## config.mk

```make
export PLATFORM = sky130hd
export DESIGN_NAME = rgb565_tinted_alpha_blend
export DESIGN_NICKNAME = d
export VERILOG_FILES = /design/src/rtl/core/rgb565_pkg.sv /design/src/rtl/core/rgb565_tinted_alpha_blend.sv
export SDC_FILE = /design/constraint.sdc
export NUM_CORES = 1
export LEC_CHECK = 0
export ABC_AREA = 0
export BUFFER_PORTS_ARGS = -buffer_cell sky130_fd_sc_hd__clkbuf_2
export CAP_MARGIN = 10
export CORE_ASPECT_RATIO = 1.1
export CORE_MARGIN = 2
export CORE_UTILIZATION = 45
export CTS_BUF_LIST = sky130_fd_sc_hd__clkbuf_8 sky130_fd_sc_hd__clkbuf_16
export DETAILED_ROUTE_END_ITERATION = 8
export PLACE_DENSITY = 0.7
export SYNTH_ARGS = -nofsm -noshare
export SYNTH_HDL_FRONTEND = slang
export SYNTH_SLANG_ARGS = --single-unit
```

## constraint.sdc

```tcl
create_clock -name clk -period 12.7 [get_ports clk]
set_clock_uncertainty 0.15 [all_clocks]
set_input_delay 1.27 -clock clk [delete_from_list [all_inputs] [get_ports clk]]
set_output_delay 1.27 -clock clk [all_outputs]
set_load 0.02 [all_outputs]
```

## src/rtl/core/rgb565_pkg.sv

```systemverilog
// Types, register indexes and channel expansion helpers for the RGB565 tinted blend.
`default_nettype none

package rgb565_pkg;

  typedef struct packed {
    logic [15:0] dest_pixel;
    logic [7:0]  glyph_alpha;
    logic [9:0]  strength;
  } rgb565_in_t;

  typedef struct packed {
    logic [15:0] blended_pixel;
    logic        write_enable;
  } rgb565_out_t;

  localparam int unsigned CFG_IDX_W = 2;

  typedef enum logic [CFG_IDX_W-1:0] {
    REG_TINT_RED   = 2'd0,
    REG_TINT_GREEN = 2'd1,
    REG_TINT_BLUE  = 2'd2
  } rgb565_reg_t;

  localparam logic [7:0] TINT_RED_RST   = 8'd40;
  localparam logic [7:0] TINT_GREEN_RST = 8'd90;
  localparam logic [7:0] TINT_BLUE_RST  = 8'd140;

  // c * 255 / 31 = 8c + floor(7c / 31); 7c / 31 via reciprocal 265 / 2^13 (exact for 7c <= 217)
  function automatic logic [7:0] expand5(input logic [4:0] c);
    logic [7:0]  c7;
    logic [15:0] prod;
    c7   = {c, 3'b000} - {3'b000, c};
    prod = 16'(c7) * 16'd265;
    return {c, 3'b000} + {5'b00000, prod[15:13]};
  endfunction

  // c * 255 / 63 = 4c + floor(c / 21)
  function automatic logic [7:0] expand6(input logic [5:0] c);
    logic [1:0] q;
    q = (c >= 6'd63) ? 2'd3 : (c >= 6'd42) ? 2'd2 : (c >= 6'd21) ? 2'd1 : 2'd0;
    return {c, 2'b00} + {6'b000000, q};
  endfunction

  // x / 255 for x <= 255 * 255
  function automatic logic [7:0] div255(input logic [15:0] x);
    logic [16:0] t;
    t = 17'(x) + 17'(x[15:8]) + 17'd1;
    return t[15:8];
  endfunction

endpackage

`default_nettype wire

```

## src/rtl/core/rgb565_tinted_alpha_blend.sv

```systemverilog
// Top level: four-stage pipelined tinted alpha blend of RGB565 pixels.
`default_nettype none

//  channel | ports                                  | carries
//  --------+----------------------------------------+-------------------------------
//  in      | in_valid, in_ready, in_data            | dest pixel, glyph alpha, strength
//  out     | out_valid, out_ready, out_data         | blended pixel, write flag
//  cfg     | cfg_wr_en, cfg_index, cfg_data         | tint red / green / blue writes
//
//  out_valid rises once an accepted request has passed stages 1 to 4, and the result
//  handshake follows. One request per cycle sustained while out_ready stays high.
//  The stages are alpha multiply, scale and saturate, channel multiply-adds and /255.
//  rst_n (sync, active low) clears all stage valids and reloads the default tint.
//  Each stage advances when it is empty or the stage after it moves, so bubbles are
//  squeezed out under back-pressure and nothing is dropped or repeated.

module rgb565_tinted_alpha_blend
  import rgb565_pkg::*;
#(
  parameter int unsigned INTENSITY_FRAC_BITS = 10
) (
  input  wire logic                 clk,
  input  wire logic                 rst_n,
  input  wire logic                 in_valid,
  output logic                      in_ready,
  input  wire rgb565_in_t           in_data,
  output logic                      out_valid,
  input  wire logic                 out_ready,
  output rgb565_out_t               out_data,
  input  wire logic                 cfg_wr_en,
  input  wire logic [CFG_IDX_W-1:0] cfg_index,
  input  wire logic [7:0]           cfg_data
);

  localparam int unsigned PROD_W = 18;  // 8-bit alpha times 10-bit strength

  // ---------------- tint registers ----------------
  logic [7:0] tint_red_r, tint_green_r, tint_blue_r;

  always_ff @(posedge clk) begin
    if (!rst_n) begin
      tint_red_r   <= TINT_RED_RST;
      tint_green_r <= TINT_GREEN_RST;
      tint_blue_r  <= TINT_BLUE_RST;
    end else if (cfg_wr_en) begin
      case (cfg_index)
        REG_TINT_RED:   tint_red_r   <= cfg_data;
        REG_TINT_GREEN: tint_green_r <= cfg_data;
        REG_TINT_BLUE:  tint_blue_r  <= cfg_data;
        default: ;  // unmapped index, write dropped
      endcase
    end
  end

  // ---------------- stage advance ----------------
  logic s1_v_r, s2_v_r, s3_v_r, s4_v_r;
  logic en1, en2, en3, en4;

  assign en4      = !s4_v_r || out_ready;
  assign en3      = !s3_v_r || en4;
  assign en2      = !s2_v_r || en3;
  assign en1      = !s1_v_r || en2;
  assign in_ready = en1;

  always_ff @(posedge clk) begin
    if (!rst_n) begin
      s1_v_r <= 1'b0;
      s2_v_r <= 1'b0;
      s3_v_r <= 1'b0;
      s4_v_r <= 1'b0;
    end else begin
      if (en1) s1_v_r <= in_valid;
      if (en2) s2_v_r <= s1_v_r;
      if (en3) s3_v_r <= s2_v_r;
      if (en4) s4_v_r <= s3_v_r;
    end
  end

  // ---------------- stage 1: alpha x strength, widen channels ----------------
  logic [PROD_W-1:0] s1_prod_r;
  logic [15:0]       s1_pix_r;
  logic [7:0]        s1_dr_r, s1_dg_r, s1_db_r;

  always_ff @(posedge clk) begin
    if (en1 && in_valid) begin
      s1_prod_r <= PROD_W'(in_data.glyph_alpha) * PROD_W'(in_data.strength);
      s1_pix_r  <= in_data.dest_pixel;
      s1_dr_r   <= expand5(in_data.dest_pixel[15:11]);
      s1_dg_r   <= expand6(in_data.dest_pixel[10:5]);
      s1_db_r   <= expand5(in_data.dest_pixel[4:0]);
    end
  end

  // ---------------- stage 2: scale down, saturate ----------------
  logic [PROD_W-1:0] shifted;
  logic [7:0]        a_nxt;

  assign shifted = s1_prod_r >> INTENSITY_FRAC_BITS;
  // intensity above one only when the fraction is narrower than the strength field
  assign a_nxt   = (|shifted[PROD_W-1:8]) ? 8'd255 : shifted[7:0];

  logic [7:0]  s2_a_r;
  logic        s2_we_r;
  logic [15:0] s2_pix_r;
  logic [7:0]  s2_dr_r, s2_dg_r, s2_db_r;

  always_ff @(posedge clk) begin
    if (en2 && s1_v_r) begin
      s2_a_r   <= a_nxt;
      s2_we_r  <= (a_nxt != 8'd0);
      s2_pix_r <= s1_pix_r;
      s2_dr_r  <= s1_dr_r;
      s2_dg_r  <= s1_dg_r;
      s2_db_r  <= s1_db_r;
    end
  end

  // ---------------- stage 3: tint*a + dst*(255-a), one lane per channel ----------------
  logic [7:0] inv_a;
  assign inv_a = ~s2_a_r;  // 255 - a

  logic [15:0] s3_sr_r, s3_sg_r, s3_sb_r;
  logic        s3_we_r;
  logic [15:0] s3_pix_r;

  always_ff @(posedge clk) begin
    if (en3 && s2_v_r) begin
      s3_sr_r  <= 16'(tint_red_r)   * 16'(s2_a_r) + 16'(s2_dr_r) * 16'(inv_a);
      s3_sg_r  <= 16'(tint_green_r) * 16'(s2_a_r) + 16'(s2_dg_r) * 16'(inv_a);
      s3_sb_r  <= 16'(tint_blue_r)  * 16'(s2_a_r) + 16'(s2_db_r) * 16'(inv_a);
      s3_we_r  <= s2_we_r;
      s3_pix_r <= s2_pix_r;
    end
  end

  // ---------------- stage 4: /255, repack, output register ----------------
  logic [7:0] nr, ng, nb;
  assign nr = div255(s3_sr_r);
  assign ng = div255(s3_sg_r);
  assign nb = div255(s3_sb_r);

  rgb565_out_t s4_out_r;

  always_ff @(posedge clk) begin
    if (en4 && s3_v_r) begin
      s4_out_r.write_enable  <= s3_we_r;
      // zero alpha passes the pixel untouched
      s4_out_r.blended_pixel <= s3_we_r ? {nr[7:3], ng[7:2], nb[7:3]} : s3_pix_r;
    end
  end

  assign out_valid = s4_v_r;
  assign out_data  = s4_out_r;

endmodule

`default_nettype wire
```

Word-level counts from Yosys, hierarchy flattened
Index checks and enable logic that the tools add are counted.

Bits in registers: 217. Memory bits (writable): 0. Memory bits (read-only): 0. Output and inout bits: 19. Input port bits: 49. Memories kept: 0. Latch bits: 0.

Mux-type cells: 4. Eq/ne operators: 2. Add/sub/neg operators: 14. $mul: 9. Bitwise logic cells: 1. Reductions and logical operators: 17. Magnitude comparators: 3. Shifts and indexed selects: 0. Div/mod/pow operators: 0.

Operators with widths (number): multiplier 8 x 8 -> 16 bit (6); adder 16 x 1 -> 16 bit, second input constant (3); adder 16 bit (3); adder 16 x 8 -> 16 bit (3); multiplier 8 x 9 -> 16 bit, second input constant (2); multiplier 8 x 10 -> 18 bit (1); adder 8 x 3 -> 8 bit (2); 2-to-1 mux 16 bit (1); subtractor 8 x 5 -> 8 bit (2); greater-or-equal comparator 6 bit, second input constant (2); adder 8 x 2 -> 8 bit (1); NOT 8 bit (1); nonzero test 8 bit (1); greater-or-equal comparator 6 x 5 -> 1 bit, second input constant (1); AND reduction 2 bit (3); logical AND 1 bit (4); zero test 1 bit (4); logical OR 1 bit (4); 2-to-1 mux 2 bit (2); equality test 2 x 1 -> 1 bit, second input constant (1); equality test 2 bit, second input constant (1); zero test 2 bit (1); 2-to-1 mux 1 bit (1).

Depth between registers and ports, before layout
Depth after elaboration: 6. Gate-level depth with buffers: 22. Mapped depth without buffers: 20.

Least setup slack after synthesis
OpenSTA, ideal clock, no wires.

Kind: register to register. Start: register s2_a_r[3]. End: register s3_sg_r[15] (data pin). Data arrival time: 5.531 ns. Clock period less this slack: 5.947 ns. Data required time: 12.284 ns. Slack: 6.753 ns. Stages on the path, launching flop included: 20. Path buffers: 2. Path through: edfxtp_1 clkbuf_1 clkbuf_1 nand2_1 fa_1 fa_1 fa_1 inv_1 fa_1 fa_1 inv_1 fa_1 inv_1 ha_1 a2111oi_0 o21a_1 o31ai_1 o21ai_0 mux2i_1 nand4_1.

Cells in the longest elaborated chain, start to end: 3. Elaborated cells on any way between the ends: 4. Those cells by class: add/sub (1); mul (2); bitwise (1).

RTL lines: start, declared (line rgb565_tinted_alpha_blend.sv:102) `logic [7:0] s2_a_r;`; start signal, assigned (line rgb565_tinted_alpha_blend.sv:109) `s2_a_r <= a_nxt;`; NOT 8 bit (line rgb565_tinted_alpha_blend.sv:120) `assign inv_a = ~s2_a_r;`; multiplier 8 x 8 -> 16 bit (line rgb565_tinted_alpha_blend.sv:129) `s3_sg_r <= 16'(tint_green_r) * 16'(s2_a_r) + 16'(s2_dg_r) * 16'(inv_a);`; adder 16 bit (*) (line rgb565_tinted_alpha_blend.sv:129); end signal, assigned (line rgb565_tinted_alpha_blend.sv:129); end, declared (line rgb565_tinted_alpha_blend.sv:122) `logic [15:0] s3_sr_r, s3_sg_r, s3_sb_r;`.

Every way passes the cells marked *; elsewhere a longest branch is shown, timed or not. A chain may end at the register's enable or synchronous reset.

Final worst setup path
Start: register s2_a_r[5]. End: register s3_sg_r[15] (data pin).

Same word-level chain as after synthesis.

==> qor.yml <==
synthesis:
  synth_top_area_cell: "fa_1"
  synthMostInstantiatedCell: "inv_1"
  synthesis.instances: 2295
  seq_area_frac_synth: 0.2143
  ys_types: 70
  synth_top_area_frac: 0.2907
  netlist_area_mm2: 0.02321
  ys_warn_count: 0
  syn_avg_cell_area_um2: 10.11
  synth_edf_count: 147
  synth-seq-cells: 175
  ys_top_cells_by_area: "fa_1, edfxtp_1, ha_1, inv_1, nor2b_1"
  ys_top_cells_by_count: "inv_1, fa_1, ha_1, nor2b_1, nand2_1"
  ys.flop_type: "edfxtp_1"
  synthArstFlopShare: 0
sta:
  worst_pin_slew_ns: 1.030
  fin_crit_ns: 6.746
  slew_headroom: 0.3118
  setup_viol: 0
  hold_viol_final: 0
  rsz0062_at_grt: "no"
  hold-worst-slack_ns: 0.2660
  drv_slew: 0
  fmax_mhz: 148.2
  tns_ns: 0
  fin_ws_ns: 5.954
  period_share: 0.5312
setup_path:
  timing.rr.end: "s3_sg_r[15]"
  arrival_ns: 6.80
  cpPeakStageDelay_ns: 0.91
  cp_data_required_time_ns: 12.75
  path_cells: "buf_4 > nand2_1 > fa_1 > fa_1 > fa_1 > inv_1 > fa_1 > fa_1 > inv_1 > fa_1 > inv_1 > ha_1 > a2111oi_0 > o21a_1 > o31ai_1 > o21ai_0 > mux2i_1 > nand4_1"
  worst-r2r-setup-slack_ns: 5.95
  worst_setup_path_start_kind: "flop"
  startpoint: "s2_a_r[5]"
  cp_common_cell: "fa_1"
  end_kind: "flop"
  crit_slowest_cell: "edfxtp_1"
  timing.rr.start: "s2_a_r[5]"
  crit_fanout: 27
  worstSetupPathType: "flop to flop"
  reg2reg_depth: 18
power:
  p_sw_frac: 0.4681
  power_density_mw_per_mm2: 247.0
  seqPwrFrac: 0.173
  pwr-share-comb: 0.738
  power.leakage_nw: 11.89
  total_power_mw: 6.145
  clkPwrFrac: 0.090
  peakVddDrop_mv: 0.2272
  p_int_mw: 3.269
  switchingPower_mw: 2.876
clock_tree:
  htree_levels: 4
  cts_hold_buf: 0
  cts_tree: "yes"
  clk_latency_ns: 0.46
  cts_setup_buffers: 0
  cts_root_buf: "clkbuf_16"
  ctsResizeCount: 0
  numCtsBuffers: 17
  clk_pin_slew_ns: 0.08
  cts.sinks: 175
  cts.path.max_buffers: 2
drt:
  wirelength_um: 49870
  vias: 15670
  drc: 0
  wl_per_cell_um: 16.55
  dr.pass1.iters: 5
  drt-initial-drc-count: 756
  vias_per_cell: 5.200
  ant_nets: 0
place:
  dp_hpwl_um: 39050
  place_ws_ns: 5.936
  gp_congestion: 0.8637
  numPortBuffers: 67
  placed_area_mm2: 0.02428
layout:
  syn2layout_area_growth_pct: 7.192
  drive_above_1_share: 0.05882
  finalNetCount: 3009
  final_area_mm2: 0.02488
  num_antenna_cells: 0
global_routing:
  grt_max_degree: 66
  gr-usage-all-layers: 0.1987
  antenna_found_initial: 2
  overflow: 0
  grt_pass1_wl_um: 84540
  grt_pass1_vias: 17190
hold_path:
  hold_path_startpoint: "s1_pix_r[5]"
  hold_path_end: "s2_pix_r[5]"
  hold_path_depth: 0
  hp-class: "flop to flop"
floorplan:
  die_area_mm2: 0.05341
  core_area_mm2: 0.05116
  start_util: 0.4537
  row_count: 87
  dieHeight_um: 242.2
  io_pins: 68
  dieWidth_um: 220.5
outcome:
  status: "completed"
job:
  max_cap_viol_count: 0
cell usage in the layout (no fill, tap or decap), drive strengths merged, types with 4 or more instances in the layout:
master	netlist	routed
o31ai	4	4
o211ai	5	5
edfxtp	147	147
nand2	151	151
nor2b	170	170
xnor2	48	48
fa	337	337
buf	10	11
nand2b	55	55
o21ai	41	41
and2	150	150
clkinv	0	6
a211o	6	6
o21bai	6	6
a31oi	17	17
a21o	16	16
or2	4	4
clkbuf	51	84
nor3	12	12
or3	11	11
mux2i	25	25
nand3	21	21
and3	10	10
nand4	15	15
a21oi	45	45
a21boi	4	4
a211oi	5	5
xor2	20	20
nor2	40	40
ha	290	290
o21a	17	17
dfxtp	28	28
inv	487	493
stage by stage:
stage | util | cells
global placement | 0.4745 | 2981
detailed placement | 0.4745 | 2981
finish | 0.4863 | 3013
global route | 0.4863 | 3013
CTS | 0.4863 | 3013
floorplan | - | 2297
cells by family after synthesis:
group | synth area share
other | 0.0001616
AND/OR/NAND/NOR | 0.1560
flip-flops | 0.2143
AO/OA/AOI/OAI | 0.05569
XOR/XNOR | 0.02566
multiplexers | 0.01224
adder cells (fa/ha/maj) | 0.4470
buffers and inverters | 0.08889
registers in the layout, indices dropped and copies added, names as in the netlist, 3 cells and up:
name / count
s3_sr_r: 16
s1_db_r: 3
out_data: 17
s3_sg_r: 16
s2_dr_r: 3
tint_blue_r: 8
s3_sb_r: 16
s2_a_r: 8
s2_db_r: 3
s1_prod_r: 8
tint_green_r: 8
tint_red_r: 8
s1_pix_r: 16
s1_dr_r: 3
s2_pix_r: 16
s3_pix_r: 16
power groups by stage:
stage               clock network, mW  registers [mW]  logic [mW]
floorplan                           0            1.04        3.65
global placement                    0            1.07        4.39
detailed placement                  0            1.07        4.54
CTS                             0.562            1.06        4.57
global route                    0.583            1.07        5.25
finish                          0.550            1.06        4.53
per-layer routing:
layer,share of wire,GRT usage,routed length (um),vias up
met2,0.51,0.3499,25420,342
met5,0.00048,0,24,-
li1,-,-,-,7307
met1,0.42,0.2498,20870,7923
met3,0.044,0.02699,2207,92
met4,0.027,0.06549,1343,4
worst max-delay path by stage:
stage          cells past startpoint           to
3_5_place_dp                      18  s3_sg_r[15]
6_report                          18  s3_sg_r[15]
3_3_place_gp                      18  s3_sg_r[15]
5_1_grt                           19  s3_sg_r[15]
2_1_floorplan                     19  s3_sg_r[15]
4_1_cts                           18  s3_sg_r[15]
critical path: cells and delay by family (launching register included):
kind,cells,cell delay (ns)
AND/OR/NAND/NOR,2,0.20
adder cells (fa/ha/maj),7,3.33
AO/OA/AOI/OAI,4,1.12
flip-flops,1,0.91
multiplexers,1,0.24
buffers and inverters,4,0.54
final cells by class:
type	count	area (um2)
Inverter	487	1828
Fill cell	4665	26280
Clock buffer	17	425.4
Clock inverter	15	177.7
Sequential cell	175	4975
Timing Repair Buffer	78	417.9
Tap cell	667	834.6
Multi-Input combinational cell	1574	16220
(Power assumes the default switching activity.)
